## src/rtl/periodic_oneshot_timer_bank_assert.svh

```systemverilog
// ----------------------------------------------------------------------------
// Assertion macros for the timer bank
// Shared concurrent assertion forms, clocked on clk_i, gated by rst_ni.
// ----------------------------------------------------------------------------
`ifndef PERIODIC_ONESHOT_TIMER_BANK_ASSERT_SVH
`define PERIODIC_ONESHOT_TIMER_BANK_ASSERT_SVH

// same-cycle implication
`define POT_ASSERT_NOW(name, ante, cons) \
  name: assert property (@(posedge clk_i) disable iff (!rst_ni) (ante) |-> (cons)) \
    else $error("timer bank check failed");

// next-cycle implication
`define POT_ASSERT_NEXT(name, ante, cons) \
  name: assert property (@(posedge clk_i) disable iff (!rst_ni) (ante) |=> (cons)) \
    else $error("timer bank check failed");

`endif

```

## src/rtl/pot_pkg.sv

```systemverilog
// ----------------------------------------------------------------------------
// Timer bank package
// Codes, command and result types, saturating helper.
// ----------------------------------------------------------------------------
`timescale 1ns / 1ps
package pot_pkg;

  localparam int unsigned TW   = 48;
  localparam int unsigned IVW  = 32;
  localparam int unsigned CNTW = 16;

  localparam logic [TW-1:0] WAKE_CAP = 48'd60000;

  localparam logic [1:0] REQ_EVAL  = 2'd0;
  localparam logic [1:0] REQ_START = 2'd1;
  localparam logic [1:0] REQ_STOP  = 2'd2;

  localparam logic [1:0] SM_IDLE    = 2'd0;
  localparam logic [1:0] SM_ALWAYS  = 2'd1;
  localparam logic [1:0] SM_RUNNING = 2'd2;

  localparam logic [1:0] RK_FIRE = 2'd0;
  localparam logic [1:0] RK_WAKE = 2'd1;
  localparam logic [1:0] RK_ACK  = 2'd2;

  localparam logic [2:0] CFG_IV0    = 3'd0;
  localparam logic [2:0] CFG_IV1    = 3'd1;
  localparam logic [2:0] CFG_IV2    = 3'd2;
  localparam logic [2:0] CFG_IV3    = 3'd3;
  localparam logic [2:0] CFG_REPEAT = 3'd4;

  typedef enum logic [1:0] {
    OP_EVAL,
    OP_START,
    OP_STOP
  } op_e;

  typedef enum logic [2:0] {
    BS_IDLE,
    BS_SCAN,
    BS_DIV,
    BS_FIRE,
    BS_WAKE,
    BS_WEMIT,
    BS_ACK
  } back_state_e;

  typedef struct packed {
    op_e           op;
    logic [1:0]    idx;
    logic [1:0]    mode;
    logic [TW-1:0] now;
  } cmd_t;

  typedef struct packed {
    logic [1:0]      kind;
    logic [1:0]      idx;
    logic [CNTW-1:0] cnt;
    logic [TW-1:0]   wake;
    logic            acc;
    logic            run;
    logic            last;
  } res_t;

  function automatic logic [TW-1:0] sat48(input logic [TW:0] s);
    return s[TW] ? {TW{1'b1}} : s[TW-1:0];
  endfunction

endpackage

```

## src/rtl/pot_cmd_fifo.sv

```systemverilog
// ----------------------------------------------------------------------------
// Command queue
// Two-entry queue between the request front end and the execution engine.
// ----------------------------------------------------------------------------
`timescale 1ns / 1ps
module pot_cmd_fifo
  import pot_pkg::*;
(
  input  logic clk_i,
  input  logic rst_ni,
  input  logic push_i,
  input  cmd_t data_i,
  output logic full_o,
  input  logic pop_i,
  output logic valid_o,
  output cmd_t data_o
);

  cmd_t       mem_q [2];
  logic       wr_q, rd_q;
  logic [1:0] cnt_q;

  assign full_o  = (cnt_q == 2'd2);
  assign valid_o = (cnt_q != 2'd0);
  assign data_o  = mem_q[rd_q];

  always_ff @(posedge clk_i) begin
    if (push_i) begin
      mem_q[wr_q] <= data_i;
    end
  end

  always_ff @(posedge clk_i or negedge rst_ni) begin
    if (!rst_ni) begin
      wr_q  <= 1'b0;
      rd_q  <= 1'b0;
      cnt_q <= 2'd0;
    end else begin
      if (push_i) begin
        wr_q <= ~wr_q;
      end
      if (pop_i) begin
        rd_q <= ~rd_q;
      end
      cnt_q <= cnt_q + {1'b0, push_i} - {1'b0, pop_i};
    end
  end

endmodule

```

## src/rtl/pot_div.sv

```systemverilog
// ----------------------------------------------------------------------------
// Catch-up divider
// Restoring divider, one quotient bit per cycle.
// ----------------------------------------------------------------------------
`timescale 1ns / 1ps
module pot_div
  import pot_pkg::*;
(
  input  logic            clk_i,
  input  logic            rst_ni,
  input  logic            start_i,
  input  logic [TW-1:0]   dividend_i,
  input  logic [IVW-1:0]  divisor_i,
  output logic            busy_o,
  output logic            done_o,
  output logic [TW-1:0]   quo_o,
  output logic [IVW-1:0]  rem_o
);

  logic [TW-1:0]  quo_q;
  logic [IVW-1:0] rem_q, dvs_q;
  logic [5:0]     cnt_q;
  logic           busy_q, done_q;
  logic [IVW:0]   sh, diff;
  logic           take;

  assign sh     = {rem_q, quo_q[TW-1]};
  assign diff   = sh - {1'b0, dvs_q};
  assign take   = (sh >= {1'b0, dvs_q});
  assign busy_o = busy_q;
  assign done_o = done_q;
  assign quo_o  = quo_q;
  assign rem_o  = rem_q;

  always_ff @(posedge clk_i) begin
    if (start_i) begin
      quo_q <= dividend_i;
      rem_q <= '0;
      dvs_q <= divisor_i;
    end else if (busy_q) begin
      quo_q <= {quo_q[TW-2:0], take};
      rem_q <= take ? diff[IVW-1:0] : sh[IVW-1:0];
    end
  end

  always_ff @(posedge clk_i or negedge rst_ni) begin
    if (!rst_ni) begin
      busy_q <= 1'b0;
      done_q <= 1'b0;
      cnt_q  <= '0;
    end else begin
      done_q <= 1'b0;
      if (start_i) begin
        busy_q <= 1'b1;
        cnt_q  <= 6'(TW - 1);
      end else if (busy_q) begin
        cnt_q <= cnt_q - 6'd1;
        if (cnt_q == 6'd0) begin
          busy_q <= 1'b0;
          done_q <= 1'b1;
        end
      end
    end
  end

endmodule

```

## src/rtl/pot_back.sv

```systemverilog
// ----------------------------------------------------------------------------
// Timer execution engine
// Owns timer state; runs evaluate, start and stop commands one at a time.
// ----------------------------------------------------------------------------
`timescale 1ns / 1ps
module pot_back
  import pot_pkg::*;
#(
  parameter int unsigned NUM_TIMERS = 4
) (
  input  logic                  clk_i,
  input  logic                  rst_ni,
  input  logic                  cmd_valid_i,
  input  cmd_t                  cmd_i,
  output logic                  cmd_pop_o,
  input  logic [3:0][IVW-1:0]   interval_i,
  input  logic [3:0]            repeat_i,
  input  logic                  out_stall_i,
  output logic                  out_valid_o,
  output res_t                  res_o
);

  localparam int unsigned IW = (NUM_TIMERS > 1) ? $clog2(NUM_TIMERS) : 1;
  localparam int unsigned PW = IW + 1;

  back_state_e          state_q, state_d;
  cmd_t                 cmd_q;
  logic [PW-1:0]        ptr_q, ptr_d;
  logic [NUM_TIMERS-1:0] armed_q;
  logic [TW-1:0]        expiry_q [NUM_TIMERS];
  logic [TW-1:0]        wake_q, wake_d;
  logic                 use_div_q, use_div_d;
  res_t                 out_q, out_d;
  logic                 out_valid_q;

  logic                 in_range, cur_armed, periodic, due, need_div, out_free;
  logic [IW-1:0]        tix;
  logic [TW-1:0]        cur_exp, diff, fire_exp;
  logic [IVW-1:0]       iv, addv;
  logic [TW:0]          sum_now, sum_exp, sum_start, sum_cap;
  logic [TW:0]          kq;
  logic [CNTW-1:0]      fire_cnt;
  logic                 go;

  logic                 div_start, div_busy, div_done;
  logic [TW-1:0]        div_quo;
  logic [IVW-1:0]       div_rem;

  logic                 exp_we, arm_we, arm_wd, out_load;
  logic [TW-1:0]        exp_wd;

  pot_div u_div (
    .clk_i      (clk_i),
    .rst_ni     (rst_ni),
    .start_i    (div_start),
    .dividend_i (diff),
    .divisor_i  (iv),
    .busy_o     (div_busy),
    .done_o     (div_done),
    .quo_o      (div_quo),
    .rem_o      (div_rem)
  );

  assign in_range  = (ptr_q < PW'(NUM_TIMERS));
  assign tix       = ptr_q[IW-1:0];
  assign cur_exp   = expiry_q[tix];
  assign cur_armed = in_range && armed_q[tix];
  assign iv        = interval_i[ptr_q[1:0]];
  assign periodic  = repeat_i[ptr_q[1:0]];
  assign due       = cur_armed && (cur_exp <= cmd_q.now);
  assign diff      = cmd_q.now - cur_exp;
  assign need_div  = periodic && (iv != '0) && (diff > {16'b0, iv});
  assign out_free  = !out_valid_q || !out_stall_i;

  // catch-up: expiry = now - r + (r ? iv : 0), k = q + (r != 0)
  assign addv      = (div_rem != '0) ? (iv - div_rem) : '0;
  assign sum_now   = {1'b0, cmd_q.now} + {17'b0, addv};
  assign sum_exp   = {1'b0, cur_exp} + {17'b0, iv};
  assign sum_start = {1'b0, cmd_q.now} + {17'b0, iv};
  assign sum_cap   = {1'b0, cmd_q.now} + {1'b0, WAKE_CAP};
  assign kq        = {1'b0, div_quo} + {{TW{1'b0}}, (div_rem != '0)};
  assign fire_cnt  = !use_div_q ? 16'd1 : ((|kq[TW:CNTW]) ? {CNTW{1'b1}} : kq[CNTW-1:0]);
  assign fire_exp  = (iv == '0) ? cmd_q.now : (use_div_q ? sat48(sum_now) : sat48(sum_exp));

  assign go = ((cmd_q.mode == SM_IDLE) && !cur_armed) || (cmd_q.mode == SM_ALWAYS) ||
              ((cmd_q.mode == SM_RUNNING) && cur_armed);

  always_comb begin
    state_d   = state_q;
    ptr_d     = ptr_q;
    wake_d    = wake_q;
    use_div_d = use_div_q;
    cmd_pop_o = 1'b0;
    div_start = 1'b0;
    exp_we    = 1'b0;
    exp_wd    = fire_exp;
    arm_we    = 1'b0;
    arm_wd    = 1'b0;
    out_load  = 1'b0;
    out_d     = '0;
    case (state_q)
      BS_IDLE: begin
        if (cmd_valid_i) begin
          cmd_pop_o = 1'b1;
          ptr_d     = (cmd_i.op == OP_EVAL) ? '0 : PW'(cmd_i.idx);
          state_d   = (cmd_i.op == OP_EVAL) ? BS_SCAN : BS_ACK;
        end
      end
      BS_SCAN: begin
        if (!in_range) begin
          wake_d  = sat48(sum_cap);
          ptr_d   = '0;
          state_d = BS_WAKE;
        end else if (due) begin
          if (need_div) begin
            div_start = 1'b1;
            state_d   = BS_DIV;
          end else begin
            use_div_d = 1'b0;
            state_d   = BS_FIRE;
          end
        end else begin
          ptr_d = ptr_q + PW'(1);
        end
      end
      BS_DIV: begin
        if (div_done) begin
          use_div_d = 1'b1;
          state_d   = BS_FIRE;
        end
      end
      BS_FIRE: begin
        if (out_free) begin
          out_load   = 1'b1;
          out_d.kind = RK_FIRE;
          out_d.idx  = ptr_q[1:0];
          out_d.cnt  = fire_cnt;
          out_d.run  = periodic;
          exp_we     = periodic;
          arm_we     = !periodic;
          arm_wd     = 1'b0;
          ptr_d      = ptr_q + PW'(1);
          state_d    = BS_SCAN;
        end
      end
      BS_WAKE: begin
        if (in_range) begin
          if (cur_armed && (cur_exp < wake_q)) begin
            wake_d = cur_exp;
          end
          ptr_d = ptr_q + PW'(1);
        end else begin
          state_d = BS_WEMIT;
        end
      end
      BS_WEMIT: begin
        if (out_free) begin
          out_load   = 1'b1;
          out_d.kind = RK_WAKE;
          out_d.wake = wake_q;
          out_d.last = 1'b1;
          state_d    = BS_IDLE;
        end
      end
      BS_ACK: begin
        if (out_free) begin
          out_load   = 1'b1;
          out_d.kind = RK_ACK;
          out_d.idx  = cmd_q.idx;
          out_d.last = 1'b1;
          if (in_range) begin
            if (cmd_q.op == OP_STOP) begin
              arm_we    = 1'b1;
              out_d.acc = 1'b1;
            end else begin
              out_d.acc = go;
              out_d.run = go || cur_armed;
              exp_we    = go;
              exp_wd    = sat48(sum_start);
              arm_we    = go;
              arm_wd    = 1'b1;
            end
          end
          state_d = BS_IDLE;
        end
      end
      default: state_d = BS_IDLE;
    endcase
  end

  always_ff @(posedge clk_i) begin
    if (exp_we) begin
      expiry_q[tix] <= exp_wd;
    end
    if (cmd_pop_o) begin
      cmd_q <= cmd_i;
    end
    if (out_load) begin
      out_q <= out_d;
    end
    wake_q    <= wake_d;
    use_div_q <= use_div_d;
  end

  always_ff @(posedge clk_i or negedge rst_ni) begin
    if (!rst_ni) begin
      state_q     <= BS_IDLE;
      ptr_q       <= '0;
      armed_q     <= '0;
      out_valid_q <= 1'b0;
    end else begin
      state_q     <= state_d;
      ptr_q       <= ptr_d;
      out_valid_q <= out_load || (out_valid_q && out_stall_i);
      if (arm_we) begin
        armed_q[tix] <= arm_wd;
      end
    end
  end

  assign out_valid_o = out_valid_q;
  assign res_o       = out_q;

`include "periodic_oneshot_timer_bank_assert.svh"

  `POT_ASSERT_NOW(a_div_running, (state_q == BS_DIV), (div_busy || div_done))
  `POT_ASSERT_NOW(a_fire_not_last, (out_valid_q && (out_q.kind == RK_FIRE)), !out_q.last)
  `POT_ASSERT_NEXT(a_fire_advances, (state_q == BS_FIRE) && out_free, (state_q == BS_SCAN))
  `POT_ASSERT_NOW(a_pop_idle, cmd_pop_o, (state_q == BS_IDLE))

endmodule

```

## src/rtl/periodic_oneshot_timer_bank.sv

```systemverilog
// ----------------------------------------------------------------------------
// Periodic / one-shot timer bank
// Request front end, command queue and execution engine for a small pool
// of software-style timers.
// ----------------------------------------------------------------------------
// Usage:
//   Requests come in on the valid/stall input channel: evaluate (fire every
//   due timer, then report the next wake time), start or stop. A request of
//   type 3 is transferred and dropped. Results leave on the output channel,
//   one per transfer; the final result of a request carries last.
//   An idle engine takes a request in the cycle after its transfer.
//   Start/stop gives one acknowledge. Evaluate scans each timer, fires
//   each due timer, runs the bit serial catch-up divider for each
//   periodic timer that missed more than one period, and then scans all
//   timers for the wake time. The engine handles one request at a time;
//   a two-entry queue lets the input side keep taking requests meanwhile.
//   Registers are written through cfg_we_i / cfg_idx_i / cfg_data_i; the
//   user must write them only while the bank is idle, which the block
//   does not enforce. Reset clears all configuration registers and
//   disarms every timer. When the receiver stalls, the result register
//   holds and the engine waits; the queue fills and then the input stalls.
// ----------------------------------------------------------------------------
`timescale 1ns / 1ps
module periodic_oneshot_timer_bank
  import pot_pkg::*;
#(
  parameter int unsigned NUM_TIMERS = 4
) (
  input  logic            clk_i,
  input  logic            rst_ni,
  input  logic            cfg_we_i,
  input  logic [2:0]      cfg_idx_i,
  input  logic [IVW-1:0]  cfg_data_i,
  input  logic            in_valid_i,
  output logic            in_stall_o,
  input  logic [1:0]      req_type_i,
  input  logic [1:0]      timer_index_i,
  input  logic [1:0]      start_mode_i,
  input  logic [TW-1:0]   now_time_i,
  output logic            out_valid_o,
  input  logic            out_stall_i,
  output logic [1:0]      result_kind_o,
  output logic [1:0]      fired_index_o,
  output logic [CNTW-1:0] fire_count_o,
  output logic [TW-1:0]   wake_time_o,
  output logic            accepted_o,
  output logic            now_running_o,
  output logic            last_o
);

  logic [3:0][IVW-1:0] interval_q;
  logic [3:0]          repeat_q;

  logic  q_full, q_push, q_valid, q_pop;
  cmd_t  q_in, q_out;
  res_t  res;
  logic  is_cmd;

  // configuration registers
  always_ff @(posedge clk_i or negedge rst_ni) begin
    if (!rst_ni) begin
      interval_q <= '0;
      repeat_q   <= '0;
    end else if (cfg_we_i) begin
      case (cfg_idx_i)
        CFG_IV0:    interval_q[0] <= cfg_data_i;
        CFG_IV1:    interval_q[1] <= cfg_data_i;
        CFG_IV2:    interval_q[2] <= cfg_data_i;
        CFG_IV3:    interval_q[3] <= cfg_data_i;
        CFG_REPEAT: repeat_q      <= cfg_data_i[3:0];
        default:    ;
      endcase
    end
  end

  // front end: classify the request; reserved type is dropped here
  always_comb begin
    is_cmd  = 1'b1;
    q_in.op = OP_EVAL;
    case (req_type_i)
      REQ_EVAL:  q_in.op = OP_EVAL;
      REQ_START: q_in.op = OP_START;
      REQ_STOP:  q_in.op = OP_STOP;
      default:   is_cmd  = 1'b0;
    endcase
    q_in.idx  = timer_index_i;
    q_in.mode = start_mode_i;
    q_in.now  = now_time_i;
  end

  assign in_stall_o = q_full;
  assign q_push     = in_valid_i && !q_full && is_cmd;

  pot_cmd_fifo u_fifo (
    .clk_i   (clk_i),
    .rst_ni  (rst_ni),
    .push_i  (q_push),
    .data_i  (q_in),
    .full_o  (q_full),
    .pop_i   (q_pop),
    .valid_o (q_valid),
    .data_o  (q_out)
  );

  pot_back #(
    .NUM_TIMERS (NUM_TIMERS)
  ) u_back (
    .clk_i       (clk_i),
    .rst_ni      (rst_ni),
    .cmd_valid_i (q_valid),
    .cmd_i       (q_out),
    .cmd_pop_o   (q_pop),
    .interval_i  (interval_q),
    .repeat_i    (repeat_q),
    .out_stall_i (out_stall_i),
    .out_valid_o (out_valid_o),
    .res_o       (res)
  );

  assign result_kind_o = res.kind;
  assign fired_index_o = res.idx;
  assign fire_count_o  = res.cnt;
  assign wake_time_o   = res.wake;
  assign accepted_o    = res.acc;
  assign now_running_o = res.run;
  assign last_o        = res.last;

endmodule

```

## config.mk

```make
export PLATFORM = sky130hd
export DESIGN_NAME = periodic_oneshot_timer_bank
export DESIGN_NICKNAME = d
export VERILOG_FILES = /design/src/rtl/pot_pkg.sv /design/src/rtl/pot_cmd_fifo.sv /design/src/rtl/pot_div.sv /design/src/rtl/pot_back.sv /design/src/rtl/periodic_oneshot_timer_bank.sv
export VERILOG_INCLUDE_DIRS = /design/src /design/src/rtl
export SDC_FILE = /design/constraint.sdc
export NUM_CORES = 2
export LEC_CHECK = 0
export ABC_CLOCK_PERIOD_IN_PS = 14100
export BUFFER_PORTS_ARGS = -buffer_cell sky130_fd_sc_hd__buf_2
export CAP_MARGIN = 20
export CORE_MARGIN = 5
export CORE_UTILIZATION = 60
export DETAILED_ROUTE_END_ITERATION = 7
export GPL_ROUTABILITY_DRIVEN = 1
export GPL_TIMING_DRIVEN = 0
export PLACE_DENSITY_LB_ADDON = 0.2
export SKIP_CTS_REPAIR_TIMING = 1
export SLEW_MARGIN = 20
export SYNTH_ARGS = -nofsm -noshare
export SYNTH_HDL_FRONTEND = slang
export SYNTH_HIERARCHICAL = 1
export SYNTH_SLANG_ARGS = --single-unit
```

## constraint.sdc

```tcl
create_clock -name clk_i -period 14.1 [get_ports clk_i]
set_clock_uncertainty 0.2 [all_clocks]
set_input_delay 1.41 -clock clk_i [delete_from_list [all_inputs] [get_ports clk_i]]
set_output_delay 1.41 -clock clk_i [all_outputs]
set_load 0.02 [all_outputs]
```

# Yosys cells after proc, flatten, opt, wreduce, memory -nomap -nowiden
# Memory sizes are Yosys's and may differ from the RTL's.
# Index checks and enable logic that the tools add are counted.
# word_totals
memories	2
out_inout_bits	73
register_bits	441
word_cells	233
ram_bits	300
# op_classes
magnitude_cmp	7
n_reduce_logical	52
eq_ne	29
n_bitwise	2
addsub	12
mux	97
# memory_table
memory	words	word_bits	rd	rd_clocked_by_memory_dff	wr	line_no	text
u_back.expiry_q	4	48	1	0	1	pot_back.sv:30	logic [TW-1:0] expiry_q [NUM_TIMERS];
u_fifo.mem_q	2	54	1	0	1	pot_cmd_fifo.sv:19	cmd_t mem_q [2];
# op_table
cell	n
48-bit 2-to-1 mux	15
48-bit by 32-bit adder with 49-bit output	3
32-bit 2-to-1 mux	3
48-bit case mux with 2 select lines	1
32-bit binary-select mux with 2-bit select	1
32-bit nonzero test	2
32-bit subtractor	2
48-bit by 1-bit adder with 49-bit output	1
48-bit by 16-bit adder with 49-bit output, second input constant	1
48-bit by 32-bit > comparator with 1-bit output	1
48-bit <= comparator	1
48-bit less-than comparator	1
48-bit subtractor	1
1-bit 2-to-1 mux	42
3-bit 2-to-1 mux	13
33-bit by 32-bit greater-or-equal comparator with 1-bit output	1
33-bit OR reduction	1
32-bit logical NOT	1
16-bit 2-to-1 mux	2
18-bit 2-to-1 mux	1
3-bit case mux with 6 select lines	1
2-bit AND reduction	7
3-bit by 2-bit == test with 1-bit output, second input constant	4
3-bit == test, second input constant	4
38 further kinds	89

# Logic depth before layout (Yosys ltp)
# depth
ltp_word	13
depth_mapped	34
depth_no_buf	27

# Modules after synthesis
# Netlist, hierarchy kept.
# modules_own_cells
module	area_per_inst_um2	cells_each	n_inst
pot_back	30382.9	3061	1
pot_div	6730.2	644	1
periodic_oneshot_timer_bank	5004.8	287	1
pot_cmd_fifo	4345.4	183	1

# Least setup slack after synthesis
# Ideal clock, no wire load.
# synth_timing
kind	register to register
startpoint	register u_back.ptr_q[0]
endpoint	register u_back.u_div.quo_q[0] (netlist: u_back/u_div/quo_o[0]), enable pin
synth_period_minus_slack_ns	9.962
arrival_time_ns	9.359
setup_time_ns	0.402
required_time_ns	13.498
path_slack_ns	4.138
path_stages_with_launch	33
cell_sequence	dfrtp_1 -> buf_6 -> buf_12 -> buf_12 -> buf_4 -> buf_1 -> mux4_2 -> inv_1 -> ha_1 -> buf_2 -> a21o_1 -> a31o_1 -> nor2_1 -> o21ai_2 -> a31oi_4 -> o21ai_0 -> xor2_1 -> ha_1 -> and3_1 -> nand4_1 -> nor2_1 -> a211oi_1 -> nand2_1 -> o21ai_0 -> nand3b_1 -> nor4_1 -> nand4_1 -> o41a_1 -> nor3b_1 -> clkbuf_1 -> clkbuf_1 -> nor2_1 -> inv_1
# synth_via
elab_cells_between_ends	21
# synth_lines
item	line_no	text
start, declared	pot_back.sv:28	logic [PW-1:0] ptr_q, ptr_d;
start signal, assigned	pot_back.sv:213	ptr_q <= ptr_d;
memory read 4 x 48 bit	-	
48-bit subtractor	pot_back.sv:71	assign diff = cmd_q.now - cur_exp;
net u_back.diff[30]	pot_back.sv:38	logic [TW-1:0] cur_exp, diff, fire_exp;
48-bit by 32-bit > comparator with 1-bit output	pot_back.sv:72	assign need_div = periodic && (iv != '0) && (diff > {16'b0, iv});
1-bit logical AND	pot_back.sv:72	
1-bit 2-to-1 mux	pot_back.sv:115	if (need_div) begin
1-bit 2-to-1 mux	pot_back.sv:114	end else if (due) begin
1-bit 2-to-1 mux	pot_back.sv:110	if (!in_range) begin
1-bit 2-to-1 mux	pot_back.sv:101	case (state_q)
net u_back.div_start	pot_back.sv:45	logic div_start, div_busy, div_done;
2-bit nonzero test (no source line)	-	
end signal, assigned	pot_div.sv:37	quo_q <= dividend_i;
end signal, assigned	pot_div.sv:41	quo_q <= {quo_q[TW-2:0], take};
end, declared	pot_div.sv:20	logic [TW-1:0] quo_q;
# The timed path passes the listed nets, and every way through them passes these cells. The select of a mux whose other input is x is not followed.
# A chain may end at the register's enable or synchronous reset.

# Final worst setup path
# layout_timing
startpoint	register u_back.ptr_q[0]
endpoint	register u_back.u_div.quo_q[45] (netlist: u_back/u_div/quo_o[45]), enable pin
# Same word-level chain as after synthesis.

==> out/results.txt <==
Status -> completed
Final Worst Setup Slack -> 4380 ps
Sequential fraction of the synthesis area -> 45.5%
Met1 usage -> 49.8%
Top cell type's share of synthesized area -> 35.8%
Fin nets -> 4,849
Crit start category -> register
Worst setup path startpoint -> u_back/ptr_q[0]
Boundary pin count -> 167
Worst-path clk slew -> 70 ps
Number of synthesized flops with an enable pin -> 554
Fin cells -> 5,557
Initial antenna violation count -> 4
Initial Util -> 60.3%
Commonest non-fill, non-tap cells in the layout -> 554 x edfxtp_1, 303 x ha_1, 292 x a21oi_1, 274 x nand2_1, 252 x nor2_1
H-tree levels -> 3
Final GP Congestion -> 1.02
Final period util -> 68.9%
Crit-path most repeated cell -> nor2_1
Die height -> 288 um
Synth area leader -> edfxtp_1
Mapped Cells -> 4,175
Crit path time final -> 9720 ps
Worst Path Required -> 14,230 ps
Port bufs -> 166
CTS root buffer -> clkbuf_16
Final Hold Fails -> 0
GR Overflow Total -> 0
ANT nets after route -> 0
Iteration-0 DRC Markers -> 4,922
Max stage delay cell, worst path -> buf_1
Post-DR vias/cell -> 6.53
CTS max path bufs -> 3
Rel. slew slack -> 23.1%
Post-synth ARST share -> 20.9%
Share of layout cells above drive strength 1 -> 16.7%
Max Slew Vio Count -> 0
Pin count of the biggest net entering global routing -> 76
Max rail drop VDD -> 0.135 mV
Synth cell types -> 117
Warnings, synthesis -> 6
Die width -> 288 um
R2R Path Start -> u_back/ptr_q[0]
Routed vias -> 36,300
Final Util -> 67.4%
Worst path max stage delay -> 790 ps
Most used DFF post-synth -> edfxtp_1
Met3 GRT Util -> 7.57%
Mapped Nets -> 4,578
HPWL after detailed placement -> 108 mm
Critical path type -> reg -> reg
Worst Hold Class -> reg -> reg
Commonest non-fill, non-tap cell in the layout -> edfxtp_1
Gr usage total -> 33.7%
Wire length per cell -> 25.7 um
Layout area overhead -> 11.8%
DRC Markers -> 0
# fillers -> 5,897
CTS tree -> done
Fmax -> 103 MHz
RSZ-0062 raised after global routing -> false
MaxCap Viol Count -> 0
Vias in the first global route -> 34,000
Worst reg2reg setup slack -> 4380 ps
DIE AREA -> 83,100 sq um
Worst slack on hold paths -> 279 ps
Worst Max-Slew Pin Slew -> 1150 ps
Crit. End Element -> register
Syn Std Cell Area -> 46,500 sq um
Row count -> 102
Busiest grt layer -> met1
Place WS -> 4560 ps
Final WL -> 143 mm
Clock Sink Count -> 741
Worst Path Arrival -> 9850 ps
Dpl cells -> 5,402
Final setup viols -> 0
Mean post-synth cell area -> 11.1 sq um
First-pass GRT wire length -> 211 mm
Yosys reg bits -> 741
Number of iterations in the first detailed-routing pass -> 6
Worst min-delay path startpoint -> interval_q[74]
Worst-Skew Late Latency -> 670 ps
Num CTS Buffers -> 81
Largest cells by area after synthesis -> edfxtp_1 36%, dfrtp_1 8.3%, ha_1 8.2%
Crit Path Max Fanout -> 36
Leakage -> 0.0204 uW
Cell Area, Placed -> 49,100 sq um
Post-route cell area -> 52,000 sq um
Core outline area -> 77,100 sq um
GR Util met2 -> 49.2%
Power Density -> 265 nW/um^2
==> through the flow <==
stage	power, uW	setup TNS [ps]
finish	13800	0
global route	14500	0
CTS	13500	0
detailed placement	11300	0
global placement	11100	-50310
floorplan	8890	0
==> path summary, 6_finish.rpt <==
path / end / cells after the start
max in group asynchronous: interval_q[3] / 3
worst max-delay path: u_back/u_div/quo_o[45] / 32
worst max register to register: u_back/u_div/quo_o[45] / 32
worst min register to register: interval_q[74] / 1
min in group asynchronous: u_back/u_div/busy_o / 1
worst min-delay path: interval_q[74] / 1
==> worst max-delay path, delay by kind of cell, from the launching register on <==
kind,cells,cell delay [ps]
buffers and inverters,11,3630
and+or+nand+nor,13,2690
AOI/OAI and AO/OA,4,840
muxes,1,740
adders and majority gates,2,540
DFF,1,410
xor gates and xnor gates,1,200
==> power by group <==
group	switching [uW]	total, uW	internal (uW)
Sequential	323	3410	3090
Combinational	5160	8160	3000
Clock	923	2210	1290
Total	6410	13800	7370
==> cell type report <==
type | instances | area [sq um] | area share, %
Clock buffer | 101 | 2150 | 4.14
Inverter | 255 | 957 | 1.84
Multi-Input combinational cell | 2996 | 23400 | 45.0
Antenna cell | 2 | 5.00 | 0.00963
Timing Repair Buffer | 188 | 1300 | 2.50
Sequential cell | 741 | 21200 | 40.7
Buffer | 183 | 1040 | 2.01
Clock inverter | 51 | 668 | 1.29
Tap cell | 1040 | 1300 | 2.50
==> Yosys cell counts (all sizes together), types with 54 or more instances <==
| cell type | number |
|---|---|
| xnor2 | 146 |
| nor3 | 96 |
| nor2 | 258 |
| a211oi | 57 |
| nand4 | 76 |
| dfrtp | 155 |
| a21o | 109 |
| buf | 79 |
| xor2 | 119 |
| a22oi | 54 |
| ha | 303 |
| mux4 | 82 |
| clkbuf | 104 |
| a21oi | 297 |
| nand2 | 275 |
| inv | 254 |
| mux2 | 237 |
| o21ai | 185 |
| nand3 | 87 |
| edfxtp | 554 |
==> state kept, by name, indices dropped and copies added (netlist names), 2 cells and up <==
signal              count
u_back/expiry_q       192
interval_q            128
u_fifo/mem_q          108
u_back/res_o           71
u_back/cmd_q           54
u_back/u_div/quo_o     48
u_back/wake_q          48
u_back/u_div/dvs_q     32
u_back/u_div/rem_o     32
u_back/u_div/cnt_q      6
repeat_q                4
u_back/armed_q          4
u_back/ptr_q            3
u_back/state_q          3
u_fifo/cnt_q            2
==> routing by layer <==
layer	share of wire [%]	routed length, um
met5	0.0091	13
met4	4.2	6040
met3	12	17400
met2	43	60700
met1	41	58600
==> kinds of logic after synthesis <==
logic type	synth area share (%)
muxes	10.3
AOI/OAI and AO/OA	14.9
DFF	45.5
xor gates and xnor gates	5.05
and+or+nand+nor	11.4
buffers and inverters	4.31
adders and majority gates	8.42
Note: power is estimated with default switching activity, not from simulation.
